--- src/rtl/lapf_pkg.sv ---
`timescale 1ns / 1ps

package lapf_pkg;

    localparam int DATA_W     = 32;
    localparam int TAP_W      = 16;
    localparam int PROD_W     = DATA_W + TAP_W;
    localparam int HIST_DEPTH = 8;
    localparam int SLOT_W     = $clog2(HIST_DEPTH);
    localparam int SUM_W      = PROD_W + $clog2(HIST_DEPTH);
    localparam int ORDER_W    = 4;
    localparam int MAX_ORDER  = 8;
    localparam int CTRL_W     = 4;
    localparam int CFG_IDX_W  = 3;
    localparam int CFG_DATA_W = 64;
    localparam int ACTION_W   = 2;

    typedef enum logic [ACTION_W-1:0] {
        ACT_FILTER     = 2'd0,
        ACT_HIST_WRITE = 2'd1,
        ACT_HIST_CLEAR = 2'd2
    } t_action;

    typedef enum logic [CFG_IDX_W-1:0] {
        CFG_FIR_TAPS     = 3'd0,
        CFG_IIR_TAPS     = 3'd1,
        CFG_FILTER_SHIFT = 3'd2,
        CFG_QUANT_STEP   = 3'd3,
        CFG_TAPS_LO      = 3'd4,
        CFG_TAPS_HI      = 3'd5
    } t_cfg_idx;

    // per-cell control from the top level
    typedef struct packed {
        logic shift;
        logic fb_clear;
        logic fb_load;
        logic use_fir;
        logic use_iir;
        logic tap_en;
    } t_cell_ctrl;

endpackage

--- src/rtl/lapf_cell.sv ---
`timescale 1ns / 1ps

module lapf_cell (
    input  logic                                  i_clk,
    input  logic                                  i_rst_n,
    input  lapf_pkg::t_cell_ctrl                  i_ctrl,
    input  logic        [lapf_pkg::DATA_W-1:0]    i_out_in,
    input  logic        [lapf_pkg::DATA_W-1:0]    i_fb_in,
    input  logic        [lapf_pkg::DATA_W-1:0]    i_fb_wdata,
    input  logic        [lapf_pkg::DATA_W-1:0]    i_fb_src,
    input  logic        [lapf_pkg::TAP_W-1:0]     i_tap,
    output logic        [lapf_pkg::DATA_W-1:0]    o_out_hist,
    output logic        [lapf_pkg::DATA_W-1:0]    o_fb_hist,
    output logic signed [lapf_pkg::PROD_W-1:0]    o_term
);

    logic [lapf_pkg::DATA_W-1:0] r_out_hist, n_out_hist;
    logic [lapf_pkg::DATA_W-1:0] r_fb_hist, n_fb_hist;
    logic [lapf_pkg::DATA_W-1:0] w_operand;

    always_comb begin
        n_out_hist = r_out_hist;
        n_fb_hist  = r_fb_hist;
        if (i_ctrl.shift) begin
            n_out_hist = i_out_in;
            n_fb_hist  = i_fb_in;
        end else if (i_ctrl.fb_clear) begin
            n_fb_hist = '0;
        end else if (i_ctrl.fb_load) begin
            n_fb_hist = i_fb_wdata;
        end
    end

    always_ff @(posedge i_clk) begin
        if (!i_rst_n) begin
            r_out_hist <= '0;
            r_fb_hist  <= '0;
        end else begin
            r_out_hist <= n_out_hist;
            r_fb_hist  <= n_fb_hist;
        end
    end

    // fir taps see this cell's output history, iir taps a feedback entry picked upstream
    always_comb begin
        if (!i_ctrl.tap_en) begin
            w_operand = '0;
        end else if (i_ctrl.use_fir) begin
            w_operand = r_out_hist;
        end else if (i_ctrl.use_iir) begin
            w_operand = i_fb_src;
        end else begin
            w_operand = '0;
        end
    end

    assign o_term     = $signed(i_tap) * $signed(w_operand);
    assign o_out_hist = r_out_hist;
    assign o_fb_hist  = r_fb_hist;

endmodule

--- config.mk ---
export PLATFORM = sky130hd
export DESIGN_NAME = lapf_cell
export DESIGN_NICKNAME = d
export VERILOG_FILES = /design/src/rtl/lapf_pkg.sv /design/src/rtl/lapf_cell.sv
export SDC_FILE = /design/constraint.sdc
export NUM_CORES = 2
export LEC_CHECK = 0
export ABC_AREA = 0
export CAP_MARGIN = 20
export CORE_ASPECT_RATIO = 1.4
export CORE_MARGIN = 3
export CORE_UTILIZATION = 44
export CTS_CLUSTER_DIAMETER = 80
export DETAILED_ROUTE_END_ITERATION = 10
export DONT_BUFFER_PORTS = 1
export PLACE_DENSITY = 0.7
export SKIP_CTS_REPAIR_TIMING = 1
export SLEW_MARGIN = 20
export SYNTH_ARGS = -nofsm -noshare
export SYNTH_HDL_FRONTEND = slang
export SYNTH_SLANG_ARGS = --single-unit
--- constraint.sdc ---
create_clock -name i_clk -period 10.8 [get_ports i_clk]
set_clock_uncertainty 0.1 [all_clocks]
set_input_delay 1.62 -clock i_clk [delete_from_list [all_inputs] [get_ports i_clk]]
set_output_delay 1.62 -clock i_clk [all_outputs]
set_load 0.02 [all_outputs]
==> impl_results.md <==
* Final #Nets at 3084
* Period minus WS final at 10460 ps
* Post-synth top flop: dfxtp_1
* Total Power at 3.581 mW
* Met2 wire len at 33190 µm
* Top layer in use: met4
* Max_cap viols at 0
* Met3 routed WL at 3059 µm
* Final Hold Fails at 0
* Die X at 189.2 µm
* Async S/R FF share, synth at 0
* Clock sink total at 64
* Vertical die dimension at 262.4 µm
* Net Count, Synth at 3126
* Clock-pin slew on the worst setup and hold paths at 60 ps
* Leakage Power at 10.83 nW
* RSZ-0062 raised after global routing: false
* CP max stage delay at 570 ps
* Vias at 15966
* Number of synthesized flops with an enable pin at 0
* Drc violations at 0
* Layout cells sized above 1 at 0.03851
* Maximum level of the CTS H-tree at 3
* Setup TNS Final at 0 ps
* Critical-path top delay cell: fa_1
* Die Footprint at 0.04964 mm²
* Largest net degree at the start of global routing at 66
* CTS root buf: clkbuf_16
* CTS tree: yes
* Area Growth Syn to Fin at 5.703%
* Mapped Area at 0.02066 mm²
* GRT overflow at 0
* VDD IR-drop max at 325.5 µV
* Post-route core utilization at 0.4728
* Nature of the critical path endpoint: output pin
* Core ar. at 0.04620 mm²
* Initial antenna violation count at 0
* Row count at 93
* WL/cell at 20.83 µm
* Cell class contributing the biggest share of worst-path delay: adder cells
* Crit-path cells: nor2b_2 -> buf_12 -> a22oi_1 -> nor2b_1 -> buf_4 -> nand2_1 -> fa_1 -> fa_1 -> fa_1 -> fa_1 -> inv_1 -> fa_1 -> fa_1 -> ha_1 -> a211oi_1 -> o21ai_0 -> a21oi_1 -> o211ai_1 -> o2111a_1 -> o21ai_1 -> a31oi_1 -> o41ai_1 -> xnor2_1 -> buf_4
* Yosys Warn Count at 0
* Synth Instances at 2374
* Clk_lat worst skew at 350 ps
* Total CTS buffers at 9
* Min-Delay Path Class: reg -> reg
* Status: complete, no violations
* Seq/Total Area, Yosys at 0.06200
* Met1 WL at 21910 µm
* Starting Density at 0.4473
* Fillers at 4437
* Critical path startpoint category: input port
* GP Congestion at 0.9722
* Cell repeated most along the worst path: fa_1
* CP Max Fanout at 31
* Drt initial violations at 877
* Synth unique cells at 49
* Worst Setup Path Type: in -> out
* Vias in the first global route at 18014
* Max Slew Vio Count at 0
* Power per cell area at 163.9 mW/mm²
* First-pass GRT wire length at 99880 µm
* WP data required at 9080 ps
* CP Buf/Inv Count at 4
* Final worst-path cycle share at 0.9682
* Yosys reg bits at 64
* Post-DP HPWL at 50630 µm
* Vias/cell at 5.405
* Ports at 264
* Global Route Usage Sum at 0.2571
* Final setup fails at 0
* Max Fclk at 95.63 MHz
* Worst-margin pin slew at 1090 ps
* Slew headroom at 0.2716
* Synth Area per Inst at 8.705 µm²
* Pre-antenna DRT Iters at 6
* Antenna Nets Post-Route at 0
* Max clock buf depth at 2
* Non-Filler Instances at 2954
* # placed instances at 2938
* Inserted Diodes at 0
* Port Buffers at 0
* WP data arrival at 8740 ps
* Drt total wl at 61530 µm
[cell usage in the layout, fill, tap and decap left out, drive strengths merged, types with 6 or more instances in the layout]
master and n:
nor2 53, nor2b 65, o21ai 89, mux2i 32
a31oi 9, clkbuf 11, ha 114, buf 67
inv 559, a22oi 31, a21oi 70, nand2 335
nand2b 7, and3 13, nor3 7, xnor2 35
o211ai 6, fa 486, and2 197, dfxtp 64
a21o 22, xor2 16
[cell type report]
class,instances,area [µm²],share of cell area
Sequential cell,64,1281,0.05866
Multi-Input combinational cell,1630,16850,0.7714
Clock inverter,5,80.08,0.003666
Clock buffer,11,242.7,0.01111
Inverter,560,2102,0.09623
Timing Repair Buffer,67,515.5,0.02360
Tap cell,617,772.0,0.03534
[per-stage QoR]
stage	instance area (µm²)	setup WS, ps	hold slack (ps)
after floorplan	20660	588.1	501.1
after global placement	21500	455.9	521.3
after detailed placement	21500	342.8	529.5
after CTS	21830	315.0	539.8
after global routing	21840	61.46	548.6
final	21840	343.5	540.4
[worst min-delay path, cell delays in order (launching register included)]
cell     delay (ps)
dfxtp_1         380
o21ai_0         180
a21oi_1          40
[power by group]
group | internal, mW | switching, mW | leakage (nW)
combinational | 1.16 | 1.81 | 10.1
clock | 0.208 | 0.120 | 0.152
sequential | 0.251 | 0.0361 | 0.529
[worst paths after layout]
kind	depth (start not counted)	endpoint	slack, ps	from
max reg2reg	2	o_out_hist[31]$_SDFFE_PN0P_	9700	o_out_hist[31]$_SDFFE_PN0P_
max	24	o_term[46]	340	i_ctrl[1]
min reg2reg	2	o_fb_hist[16]$_SDFFE_PN0P_	540	o_fb_hist[16]$_SDFFE_PN0P_
min	2	o_fb_hist[16]$_SDFFE_PN0P_	540	o_fb_hist[16]$_SDFFE_PN0P_
[routing by layer]
layer,GRT usage,vias up
li1,-,6929
met1,0.2919,8304
met2,0.4769,563
met3,0.03723,170
met4,0.1092,0
met5,0,-
[cell usage after synthesis (16+ instances only)]
cell | n | share of area
ha_1 | 114 | 0.069
nor2b_1 | 65 | 0.020
a21o_1 | 22 | 0.0080
fa_1 | 486 | 0.47
xnor2_1 | 35 | 0.015
clkbuf_1 | 119 | 0.022
dfxtp_1 | 64 | 0.062
nand2_1 | 335 | 0.061
xor2_1 | 16 | 0.0068
and2_1 | 197 | 0.060
mux2i_1 | 32 | 0.016
o21ai_0 | 88 | 0.021
a22oi_1 | 31 | 0.011
inv_1 | 559 | 0.10
nor2_1 | 53 | 0.0096
a21oi_1 | 70 | 0.017
[logic make-up (layout without fill, tap and decap cells)]
kind of cell    Yosys count  in the layout  synth area share
simple gates            689            689            0.1610
buf+inv                 680            643            0.1235
fa+ha+maj               600            600            0.5398
compound gates          258            258           0.07653
flops                    64             64           0.06200
xor+xnor                 51             51           0.02161
mux                      32             32           0.01550
[state kept, by name, indices dropped and copies added (netlist names)]
register	cells
o_fb_hist	32
o_out_hist	32
(Power assumes the default switching activity.)
